<file path="src/rtl/bsfr_pkg.sv">
// Package for the byte-stuffed frame receiver: widths, register indexes,
// reset values and the config and result structs. No dependencies.
package bsfr_pkg;

   localparam int unsigned ByteW = 8;

   typedef enum logic [1:0] {
      CSR_FLAG_BYTE   = 2'd0,
      CSR_ESCAPE_BYTE = 2'd1,
      CSR_ESCAPE_MASK = 2'd2,
      CSR_MAX_LEN     = 2'd3
   } csr_idx_type;

   localparam logic [ByteW-1:0] FlagReset   = 8'h7E;
   localparam logic [ByteW-1:0] EscapeReset = 8'h7D;
   localparam logic [ByteW-1:0] MaskReset   = 8'h20;
   localparam logic [ByteW-1:0] MaxLenReset = 8'd40;

   typedef struct packed {
      logic [ByteW-1:0] flag_byte;
      logic [ByteW-1:0] escape_byte;
      logic [ByteW-1:0] escape_mask;
      logic [ByteW-1:0] max_frame_len;
   } cfg_type;

   typedef struct packed {
      logic [ByteW-1:0] out_byte;
      logic             is_first;
      logic             is_last;
      logic             overflow;
      logic             frame_error;
   } result_type;

endpackage

</file>
<file path="src/rtl/bsfr_csr.sv">
// Configuration registers of the frame receiver.
// Depends on bsfr_pkg.
module bsfr_csr (
   input  logic                            clock,
   input  logic                            reset,
   input  logic                            csr_we,
   input  logic [1:0]                      csr_addr,
   input  logic [bsfr_pkg::ByteW-1:0]      csr_wdata,
   output bsfr_pkg::cfg_type               cfg
);

   bsfr_pkg::cfg_type cfg_ff, cfg_in;

   always_comb begin
      cfg_in = cfg_ff;
      if (csr_we) begin
         case (bsfr_pkg::csr_idx_type'(csr_addr))
            bsfr_pkg::CSR_FLAG_BYTE:   cfg_in.flag_byte     = csr_wdata;
            bsfr_pkg::CSR_ESCAPE_BYTE: cfg_in.escape_byte   = csr_wdata;
            bsfr_pkg::CSR_ESCAPE_MASK: cfg_in.escape_mask   = csr_wdata;
            bsfr_pkg::CSR_MAX_LEN:     cfg_in.max_frame_len = csr_wdata;
            default:                   cfg_in = cfg_ff;
         endcase
      end
   end

   always_ff @(posedge clock) begin
      if (reset) begin
         cfg_ff.flag_byte     <= bsfr_pkg::FlagReset;
         cfg_ff.escape_byte   <= bsfr_pkg::EscapeReset;
         cfg_ff.escape_mask   <= bsfr_pkg::MaskReset;
         cfg_ff.max_frame_len <= bsfr_pkg::MaxLenReset;
      end else begin
         cfg_ff <= cfg_in;
      end
   end

   assign cfg = cfg_ff;

endmodule

</file>
<file path="src/rtl/bsfr_deframe.sv">
// Input register, frame state and per-byte deframing/unescape logic.
// Depends on bsfr_pkg.
module bsfr_deframe (
   input  logic                       clock,
   input  logic                       reset,
   input  bsfr_pkg::cfg_type          cfg,
   input  logic                       req_tvalid,
   output logic                       req_tready,
   input  logic [bsfr_pkg::ByteW-1:0] req_tdata,
   input  logic                       out_space,
   output logic                       res_valid,
   output bsfr_pkg::result_type       res
);

   logic                       in_valid_ff, in_valid_in;
   logic [bsfr_pkg::ByteW-1:0] in_byte_ff;
   logic                       in_frame_ff, in_frame_in;
   logic                       esc_ff, esc_in;
   logic [bsfr_pkg::ByteW-1:0] count_ff, count_in;
   logic                       ovfd_ff, ovfd_in;
   logic                       advance, is_flag, emit;
   logic [bsfr_pkg::ByteW-1:0] data;
   logic [bsfr_pkg::ByteW:0]   count_next;

   assign advance     = in_valid_ff && out_space;
   assign req_tready  = !in_valid_ff || out_space;
   assign in_valid_in = req_tready ? req_tvalid : in_valid_ff;
   assign is_flag     = (in_byte_ff == cfg.flag_byte);
   assign count_next  = {1'b0, count_ff} + 1'b1;

   always_comb begin
      in_frame_in = in_frame_ff;
      esc_in      = esc_ff;
      count_in    = count_ff;
      ovfd_in     = ovfd_ff;
      emit        = 1'b0;
      res         = '0;
      data        = in_byte_ff;
      if (!in_frame_ff) begin
         // hunting: only a flag opens a frame
         if (is_flag) begin
            in_frame_in  = 1'b1;
            esc_in       = 1'b0;
            count_in     = 8'd1;
            ovfd_in      = 1'b0;
            emit         = 1'b1;
            res.out_byte = in_byte_ff;
            res.is_first = 1'b1;
         end
      end else if (is_flag) begin
         // back-to-back flag right after the opener is swallowed
         if (!(count_ff == 8'd1 && !esc_ff && !ovfd_ff)) begin
            emit            = 1'b1;
            res.out_byte    = in_byte_ff;
            res.is_last     = 1'b1;
            res.overflow    = ovfd_ff || (count_ff >= cfg.max_frame_len);
            res.frame_error = esc_ff;
            in_frame_in     = 1'b0;
            esc_in          = 1'b0;
            count_in        = '0;
            ovfd_in         = 1'b0;
         end
      end else if (!esc_ff && in_byte_ff == cfg.escape_byte) begin
         esc_in = 1'b1;
      end else begin
         if (esc_ff) begin
            data   = in_byte_ff ^ cfg.escape_mask;
            esc_in = 1'b0;
         end
         // keep room for the closing flag
         if (count_next < {1'b0, cfg.max_frame_len}) begin
            count_in     = count_next[bsfr_pkg::ByteW-1:0];
            emit         = 1'b1;
            res.out_byte = data;
         end else begin
            ovfd_in = 1'b1;
         end
      end
   end

   assign res_valid = advance && emit;

   always_ff @(posedge clock) begin
      if (reset) begin
         in_valid_ff <= 1'b0;
         in_frame_ff <= 1'b0;
         esc_ff      <= 1'b0;
         count_ff    <= '0;
         ovfd_ff     <= 1'b0;
      end else begin
         in_valid_ff <= in_valid_in;
         if (advance) begin
            in_frame_ff <= in_frame_in;
            esc_ff      <= esc_in;
            count_ff    <= count_in;
            ovfd_ff     <= ovfd_in;
         end
      end
   end

   always_ff @(posedge clock) begin
      if (req_tvalid && req_tready) begin
         in_byte_ff <= req_tdata;
      end
   end

endmodule

</file>
<file path="src/rtl/bsfr_out.sv">
// Result register feeding the rsp stream.
// Depends on bsfr_pkg.
module bsfr_out (
   input  logic                       clock,
   input  logic                       reset,
   input  logic                       res_valid,
   input  bsfr_pkg::result_type       res,
   output logic                       out_space,
   output logic                       rsp_tvalid,
   input  logic                       rsp_tready,
   output logic [bsfr_pkg::ByteW-1:0] rsp_tdata,
   output logic                       rsp_tlast,
   output logic [2:0]                 rsp_tuser
);

   logic                 valid_ff, valid_in;
   bsfr_pkg::result_type res_ff;

   assign out_space = !valid_ff || rsp_tready;
   assign valid_in  = res_valid || (valid_ff && !rsp_tready);

   always_ff @(posedge clock) begin
      if (reset) begin
         valid_ff <= 1'b0;
      end else begin
         valid_ff <= valid_in;
      end
   end

   always_ff @(posedge clock) begin
      if (res_valid) begin
         res_ff <= res;
      end
   end

   assign rsp_tvalid = valid_ff;
   assign rsp_tdata  = res_ff.out_byte;
   assign rsp_tlast  = res_ff.is_last;
   assign rsp_tuser  = {res_ff.frame_error, res_ff.overflow, res_ff.is_first};

endmodule

</file>
<file path="src/rtl/byte_stuffed_frame_receiver_core.sv">
// Byte-stuffed frame receiver core: top level.
// Depends on bsfr_pkg, bsfr_csr, bsfr_deframe and bsfr_out.
//
// Usage:
//  - req channel carries one raw link byte per beat in req_tdata.
//  - rsp channel carries one frame byte per beat, already unescaped.
//    Opening flag has rsp_tuser[0] set, closing flag has rsp_tlast set and
//    reports overflow (rsp_tuser[1]) and escape-before-flag (rsp_tuser[2]).
//  - Bytes outside a frame, escapes and bytes past max_frame_len give no beat.
//  - csr_* writes flag, escape, mask, length limit; only with no beat in flight.
// Timing:
//  - A req beat is loaded into the input register on accept and then into the
//    result register, whose valid drives rsp_tvalid.
//  - Throughput is one byte per cycle while rsp_tready stays high; the single
//    state update per byte (compares, one XOR, one 9-bit increment) sets the cycle.
//  - When rsp_tready is low the result register holds its beat; the input
//    register keeps taking a beat while it is empty or the result register is
//    free or draining, else req_tready drops.
// Reset: clears pipeline valids and frame state (hunting); defaults hex 7E, 7D, 20, 28.
module byte_stuffed_frame_receiver_core (
   input  logic                       clock,
   input  logic                       reset,
   // config write port
   input  logic                       csr_we,
   input  logic [1:0]                 csr_addr,
   input  logic [bsfr_pkg::ByteW-1:0] csr_wdata,
   // req stream
   input  logic                       req_tvalid,
   output logic                       req_tready,
   input  logic [bsfr_pkg::ByteW-1:0] req_tdata,   // [7:0] rx_byte
   // rsp stream
   output logic                       rsp_tvalid,
   input  logic                       rsp_tready,
   output logic [bsfr_pkg::ByteW-1:0] rsp_tdata,   // [7:0] out_byte
   output logic                       rsp_tlast,   // is_last
   output logic [2:0]                 rsp_tuser    // [0] is_first, [1] overflow,
                                                   // [2] frame_error
);

   bsfr_pkg::cfg_type    cfg;
   bsfr_pkg::result_type res;
   logic                 res_valid;
   logic                 out_space;

   bsfr_csr u_csr (
      .clock     (clock),
      .reset     (reset),
      .csr_we    (csr_we),
      .csr_addr  (csr_addr),
      .csr_wdata (csr_wdata),
      .cfg       (cfg)
   );

   // per-beat deframe/unescape, state updated only as a beat advances
   bsfr_deframe u_deframe (
      .clock      (clock),
      .reset      (reset),
      .cfg        (cfg),
      .req_tvalid (req_tvalid),
      .req_tready (req_tready),
      .req_tdata  (req_tdata),
      .out_space  (out_space),
      .res_valid  (res_valid),
      .res        (res)
   );

   bsfr_out u_out (
      .clock      (clock),
      .reset      (reset),
      .res_valid  (res_valid),
      .res        (res),
      .out_space  (out_space),
      .rsp_tvalid (rsp_tvalid),
      .rsp_tready (rsp_tready),
      .rsp_tdata  (rsp_tdata),
      .rsp_tlast  (rsp_tlast),
      .rsp_tuser  (rsp_tuser)
   );

endmodule

</file>
<file path="config.mk">
export PLATFORM = sky130hd
export DESIGN_NAME = byte_stuffed_frame_receiver_core
export DESIGN_NICKNAME = d
export VERILOG_FILES = /design/src/rtl/bsfr_pkg.sv /design/src/rtl/bsfr_csr.sv /design/src/rtl/bsfr_deframe.sv /design/src/rtl/bsfr_out.sv /design/src/rtl/byte_stuffed_frame_receiver_core.sv
export SDC_FILE = /design/constraint.sdc
export NUM_CORES = 1
export LEC_CHECK = 0
export ABC_AREA = 1
export ABC_CLOCK_PERIOD_IN_PS = 4300
export BUFFER_PORTS_ARGS = -buffer_cell sky130_fd_sc_hd__buf_4
export CORE_UTILIZATION = 45
export DETAILED_ROUTE_END_ITERATION = 8
export GPL_ROUTABILITY_DRIVEN = 1
export PLACE_DENSITY_LB_ADDON = 0.12
export SETUP_SLACK_MARGIN = 0.05
export SLEW_MARGIN = 20
export SYNTH_ARGS = -nofsm -noshare
export SYNTH_HDL_FRONTEND = slang
export SYNTH_SLANG_ARGS = --single-unit
</file>
<file path="constraint.sdc">
create_clock -name clock -period 4.3 [get_ports clock]
set_input_delay 0.86 -clock clock [delete_from_list [all_inputs] [get_ports clock]]
set_output_delay 0.86 -clock clock [all_outputs]
set_load 0.02 [all_outputs]
</file>
==> summary.txt, run 1 <==
CP Launch Type: flip-flop
Clock Pin Slew Worst Setup and Hold Paths: 70 ps
r2r endpoint: u_out.rsp_tuser[0]$_SDFFCE_PP0P_
Clock Latency Late Sink: 350 ps
final cell count without fillers: 612
final slew viol count: 0
number of CTS-inserted buffers: 9
Req. time, crit path: 4300 ps
# diodes: 0
Post-Synth Adder-Cell Area: 6.406%
Mean Syn Cell Area: 7.497 um2
CP endpoint kind: flip-flop
Leak: 1.911 nW
Post-Synth XOR/XNOR Area: 3.737%
hold endpoint: u_csr.cfg[13]$_SDFFE_PP1P_
gr ovfl total: 0
critical setup path kind: reg2reg
Post-Place Cell Area: 3876 um2
worst hold path cell count: 2
Die Span Y: 90.39 um
Reg2Reg Depth: 15
CTS tree: yes
final instance area: 4065 um2
Final Hold Fails: 0
CTS Hold Bufs: 0
die area: 8170 um2
die width: 90.39 um
DR iter-0 viols: 121
drt wl/cell: 13.12 um
overall routing resource usage: 21.24%
clock skew: 8.805 ps
Final GP Congestion: 0.8475
WHS: 465.4 ps
placed cells: 596
row count: 31
drt total wl: 8030 um
WP data arrival: 2910 ps
final setup violation count: 0
vias per inst: 4.907
port bufs: 36
Clock Sinks: 65
Nets: 549
largest family of logic cells by synthesized area: simple AND/OR/NAND/NOR gates
I/O pin count: 37
r2r startpoint: u_deframe.count_ff[0]$_SDFFE_PP0P_
Clock Path Buffers: 2
power per cell area: 323.4 nW/um2
Mapped Area: 3516 um2
largest net degree at the start of global routing: 40
Compound-Gate Fraction of Synth Area: 10.75%
Tmin final: 2903 ps
# DRC: 0
Synth cell types: 31
Yosys reg bits: 65
first-pass GRT wire length: 13500 um
Core ar.: 7408 um2
Hold Path Class: reg2reg
Power Total: 1.315 mW
final setup TNS: 0 ps
post-route ant nets: 0
Post-Syn Nets: 510
fillers: 736
Hold Crit Start: u_csr.cfg[13]$_SDFFE_PP1P_
Yosys warning total: 0
RSZ-0062 raised after global routing: no
Slew HR: 48.46%
DR pass1 iterations: 4
layout cells sized above 1: 15.01%
vias in the first global route: 2788
sequential area share after synthesis: 42.70%
cts repair resizes: 0
Max VDD drop: 179.6 uV
Worst-Margin Slew: 770.2 ps
# Post-CTS Setup Buffers: 0
Max Cap Viol: 0
status: completed
period utilization: 67.52%
Critical Path Fanout Max: 15
starting density of the core: 47.46%
Cells after Synth: 469
reg2reg setup slack: 1400 ps
mux cell area share after synthesis: 0%
Vias: 3003
Post-Synth Simple-Gate Area: 27.76%
fmax: 0.3444 GHz
CTS root buf: clkbuf_8
Post-DP HPWL: 6047 um
initial antenna violation count: 0
CTS H-tree depth: 3
Area Growth Syn to Fin: 15.62%
## logic make-up (layout without fill, tap and decap cells)
family | Yosys count | in the layout
AO/OA/AOI/OAI | 66 | 66
XOR/XNOR | 15 | 15
adder cells (fa/ha/maj) | 18 | 18
buffers and inverters | 78 | 122
flip-flops | 65 | 65
AND/OR/NAND/NOR | 227 | 227
## through the flow
step                      setup WS, ps  util [%]
after global placement            1516     52.32
final                             1397     54.87
after detailed placement          1411     52.32
after floorplan                   1747         -
after CTS                         1390     54.87
after global routing              1159     54.87
## worst max path at each step
stage | slack, ps | from | cells after the start | end
2_1_floorplan | 1750 | u_deframe.count_ff[0]$_SDFFE_PP0P_ | 15 | u_out.rsp_tdata[0]$_DFFE_PP_
3_3_place_gp | 1520 | u_deframe.count_ff[0]$_SDFFE_PP0P_ | 15 | u_out.rsp_tdata[0]$_DFFE_PP_
3_5_place_dp | 1410 | u_deframe.count_ff[0]$_SDFFE_PP0P_ | 15 | u_out.rsp_tdata[0]$_DFFE_PP_
4_1_cts | 1390 | u_deframe.count_ff[0]$_SDFFE_PP0P_ | 15 | u_out.rsp_tuser[0]$_SDFFCE_PP0P_
5_1_grt | 1160 | u_deframe.count_ff[0]$_SDFFE_PP0P_ | 15 | u_out.rsp_tdata[1]$_DFFE_PP_
6_report | 1400 | u_deframe.count_ff[0]$_SDFFE_PP0P_ | 15 | u_out.rsp_tuser[0]$_SDFFCE_PP0P_
## layout by cell type, fill, tap and decap left out, types with 2 or more instances in the layout
| master | instances |
|---|---|
| clkinv_2 | 2 |
| o21ai_0 | 29 |
| clkbuf_1 | 3 |
| clkbuf_8 | 10 |
| inv_2 | 9 |
| nand4_1 | 4 |
| a21oi_1 | 22 |
| nor2_2 | 3 |
| ha_1 | 18 |
| nand3_1 | 21 |
| xor2_1 | 14 |
| edfxtp_1 | 20 |
| dfxtp_1 | 45 |
| nor2_1 | 64 |
| nor3_1 | 2 |
| o211ai_1 | 12 |
| buf_4 | 38 |
| nand2_2 | 8 |
| nand2_1 | 118 |
| inv_1 | 58 |
## sequential cells by signal, indices dropped and copies added, names as in the netlist
signal,flops
u_out.rsp_tvalid,1
u_deframe.in_byte_ff,8
u_out.rsp_tuser,3
u_deframe.in_frame_ff,1
u_out.rsp_tdata,8
u_deframe.count_ff,8
u_deframe.esc_ff,1
u_csr.cfg,32
u_out.rsp_tlast,1
u_deframe.in_valid_ff,1
u_deframe.ovfd_ff,1
## critical path, stage by stage (launching register included)
cell and delay, ps:
dfxtp_1 420, ha_1 220, nand2_1 70, nor2_1 210
nand2_1 100, xor2_1 190, ha_1 280, nand2_1 60
nand2_1 40, nand2_1 50, nand3_1 90, a21oi_1 180
nand2_1 90, nand2_2 130, inv_1 90, nor2_4 350
## Yosys cell counts (all sizes together)
library cell	number	share of area, %
nor3	2	0.28
a41oi	1	0.25
nand3b	1	0.21
o21a	1	0.21
nand2	127	14
clkinv	1	0.11
clkbuf	6	0.64
dfxtp	45	26
nand3	23	3.8
inv	67	7.2
nand4	4	0.71
ha	18	6.4
edfxtp	20	17
o211ai	12	2.6
and3	1	0.18
xor2	14	3.5
buf	4	0.75
a21oi	22	3.1
nor2	69	8.3
xnor2	1	0.25
o21ai	30	4.6
## power by group
part / internal, mW / switching [mW] / leakage (nW)
Sequential: 0.653 / 0.0142 / 0.534
Combinational: 0.0476 / 0.0833 / 1.28
Clock: 0.283 / 0.234 / 0.0974
Total: 0.984 / 0.331 / 1.91
## area by class of cell
| cell class | count | area, um2 | area share, % |
|---|---|---|---|
| multi-input combinational | 326 | 1710 | 42.07 |
| sequential | 65 | 1501 | 36.93 |
| timing repair buffer | 38 | 285.3 | 7.018 |
| inverter | 68 | 255.2 | 6.279 |
| clock buffer | 13 | 148.9 | 3.663 |
| tap | 99 | 123.9 | 3.047 |
| clock inverter | 3 | 40.04 | 0.9849 |
## layer usage
layer	GRT usage, %	wire length, um
met5	0	0
met4	8.871	145
met3	3.199	339
met2	32.19	3415
met1	30.11	4130
Power figures use the tool's default switching activity.
==> inputs of run 2 (changes only) <==
--- a/config.mk
+++ b/config.mk
@@ -6,7 +6,7 @@
 export NUM_CORES = 1
 export LEC_CHECK = 0
 export ABC_AREA = 1
-export ABC_CLOCK_PERIOD_IN_PS = 4300
+export ABC_CLOCK_PERIOD_IN_PS = 2640
 export BUFFER_PORTS_ARGS = -buffer_cell sky130_fd_sc_hd__buf_4
 export CORE_UTILIZATION = 45
 export DETAILED_ROUTE_END_ITERATION = 8
==> constraint.sdc (replaced) <==
create_clock -name clock -period 2.64 [get_ports clock]
set_input_delay 0.528 -clock clock [delete_from_list [all_inputs] [get_ports clock]]
set_output_delay 0.528 -clock clock [all_outputs]
set_load 0.02 [all_outputs]
==> summary.txt, run 2 (synthesis gave the netlist of run 1 again) <==
status: completed
Clock Path Buffers: 2
Clock Pin Slew Worst Setup and Hold Paths: 70 ps
Sw Pwr: 539.3 uW
Final GP Congestion: 0.8210
fmax: 0.3932 GHz
critical setup path kind: reg2reg
vias in the first global route: 2897
power per cell area: 485.1 nW/um2
Leak: 2.009 nW
post-route ant nets: 0
Core ar.: 7408 um2
Crit path depth: 12
CP endpoint kind: flip-flop
vias per inst: 4.946
starting density of the core: 47.46%
clock power share: 36.9%
layout cells sized above 1: 19.96%
port bufs: 36
Comb pwr share: 10.7%
CTS root buf: clkbuf_8
die width: 90.39 um
Post-DP HPWL: 6246 um
fillers: 701
drt total wl: 8616 um
final setup violation count: 0
Nets: 562
I/O pin count: 37
Slew HR: 71.78%
gr ovfl total: 0
fin util: 57.69%
Final Hold Fails: 0
Area Growth Syn to Fin: 21.57%
CTS Hold Bufs: 0
Reg2Reg Depth: 12
crit path to: u_out.rsp_tdata[0]$_DFFE_PP_
clock skew: 11.14 ps
Req. time, crit path: 2710 ps
CTS H-tree depth: 3
DR iter-0 viols: 142
initial antenna violation count: 0
Sw Share: 26.01%
Power Internal: 1.534 mW
die area: 8170 um2
Power Total: 2.073 mW
drt wl/cell: 13.79 um
overall routing resource usage: 21.66%
first-pass GRT wire length: 13720 um
Max Cap Viol: 0
# diodes: 0
CTS tree: yes
row count: 31
Critical Path Fanout Max: 7
Seq pwr share: 52.4%
CP max stage delay: 380 ps
placed cells: 606
CP Launch Type: flip-flop
crit path from: u_deframe.count_ff[2]$_SDFFE_PP0P_
critical path, cell by cell: nand3_1, nor2_1, nand3_1, xnor2_2, ha_1, and3_1, a21oi_2, nand2_1, nand2_2, inv_2, nor2_4, clkbuf_16
Worst-Margin Slew: 420.8 ps
most frequent cells in the layout: nand2_1 (116), nor2_1 (62), inv_1 (58)
worst path bufs/invs: 2
period utilization: 96.33%
DR pass1 iterations: 5
Clock Latency Late Sink: 350 ps
Die Span Y: 90.39 um
final cell count without fillers: 625
worst hold path cell count: 1
r2r startpoint: u_deframe.count_ff[2]$_SDFFE_PP0P_
most common cell after layout, fill and taps aside: nand2_1
crit-path leading delay family: simple AND/OR/NAND/NOR gates
number of CTS-inserted buffers: 9
Tmin final: 2543 ps
largest net degree at the start of global routing: 40
slowest stage cell, crit path: dfxtp_2
Clock Sinks: 65
Hold Path Class: in2reg
Max VDD drop: 341.4 uV
CP dominant cell by count: nand3_1
WP data arrival: 2610 ps
max FFs per register: 32
reg2reg setup slack: 100 ps
# DRC: 0
Vias: 3091
final slew viol count: 0
final setup TNS: 0 ps
r2r endpoint: u_out.rsp_tdata[0]$_DFFE_PP_
-- run 2: worst min-delay path by stage --
| stage | start | end | slack, ps |
|---|---|---|---|
| 2_1_floorplan | u_csr.cfg[13]$_SDFFE_PP1P_ | u_csr.cfg[13]$_SDFFE_PP1P_ | 430 |
| 3_3_place_gp | u_csr.cfg[13]$_SDFFE_PP1P_ | u_csr.cfg[13]$_SDFFE_PP1P_ | 440 |
| 3_5_place_dp | u_csr.cfg[13]$_SDFFE_PP1P_ | u_csr.cfg[13]$_SDFFE_PP1P_ | 450 |
| 4_1_cts | req_tdata[6] | u_deframe.in_byte_ff[6]$_DFFE_PP_ | 340 |
| 5_1_grt | req_tdata[6] | u_deframe.in_byte_ff[6]$_DFFE_PP_ | 330 |
| 6_report | req_tdata[6] | u_deframe.in_byte_ff[6]$_DFFE_PP_ | 350 |
-- run 2: final cells by class --
class | count | area (um2) | share of cell area [%]
clock buffers | 13 | 158.9 | 3.718
inverters | 68 | 255.2 | 5.972
repair buffers | 50 | 409.1 | 9.573
flip-flops and latches | 65 | 1510 | 35.33
multi-input cells | 327 | 1799 | 42.10
well taps | 99 | 123.9 | 2.898
clock inverters | 3 | 17.52 | 0.4098
-- run 2: metal layers --
| metal | vias up | GRT usage, % | wire length [um] |
|---|---|---|---|
| met5 | - | 0 | 0 |
| met4 | 0 | 6.048 | 123 |
| met3 | 12 | 4.798 | 466 |
| met2 | 85 | 33.52 | 3789 |
| met1 | 1399 | 30.33 | 4236 |
| li1 | 1595 | - | - |
-- run 2: per-stage QoR --
step                      hold WS [ps]  area (um2)  setup slack (ps)
after CTS                        343.3        4140             54.49
after global placement           440.1        3964             135.4
final                            351.7        4274             97.00
after floorplan                  429.2        3516             87.39
after detailed placement         445.7        3964             69.29
after global routing             332.3        4274            -8.315
-- run 2: worst reg2reg max path, delay by kind of cell, from the launching register on --
| family | cells | cell delay, ps |
|---|---|---|
| xor+xnor | 1 | 230 |
| buf+inv | 2 | 230 |
| fa+ha+maj | 1 | 280 |
| compound gates | 1 | 160 |
| simple gates | 7 | 1000 |
| flops | 1 | 380 |
-- run 2: power by group through the flow --
stage               combinational [mW]  sequential (mW)  clock, mW
floorplan                        0.137             1.10          0
global placement                 0.212             1.11          0
detailed placement               0.216             1.11          0
CTS                              0.218             1.09      0.781
global route                     0.250             1.09      0.825
finish                           0.221             1.09      0.766
-- run 2: repair_timing --
action | 4_1_cts | 5_1_grt
gates resized for setup | 0 | 22
setup buffers | 0 | 1
endpoints found under the setup margin | 0 | 25
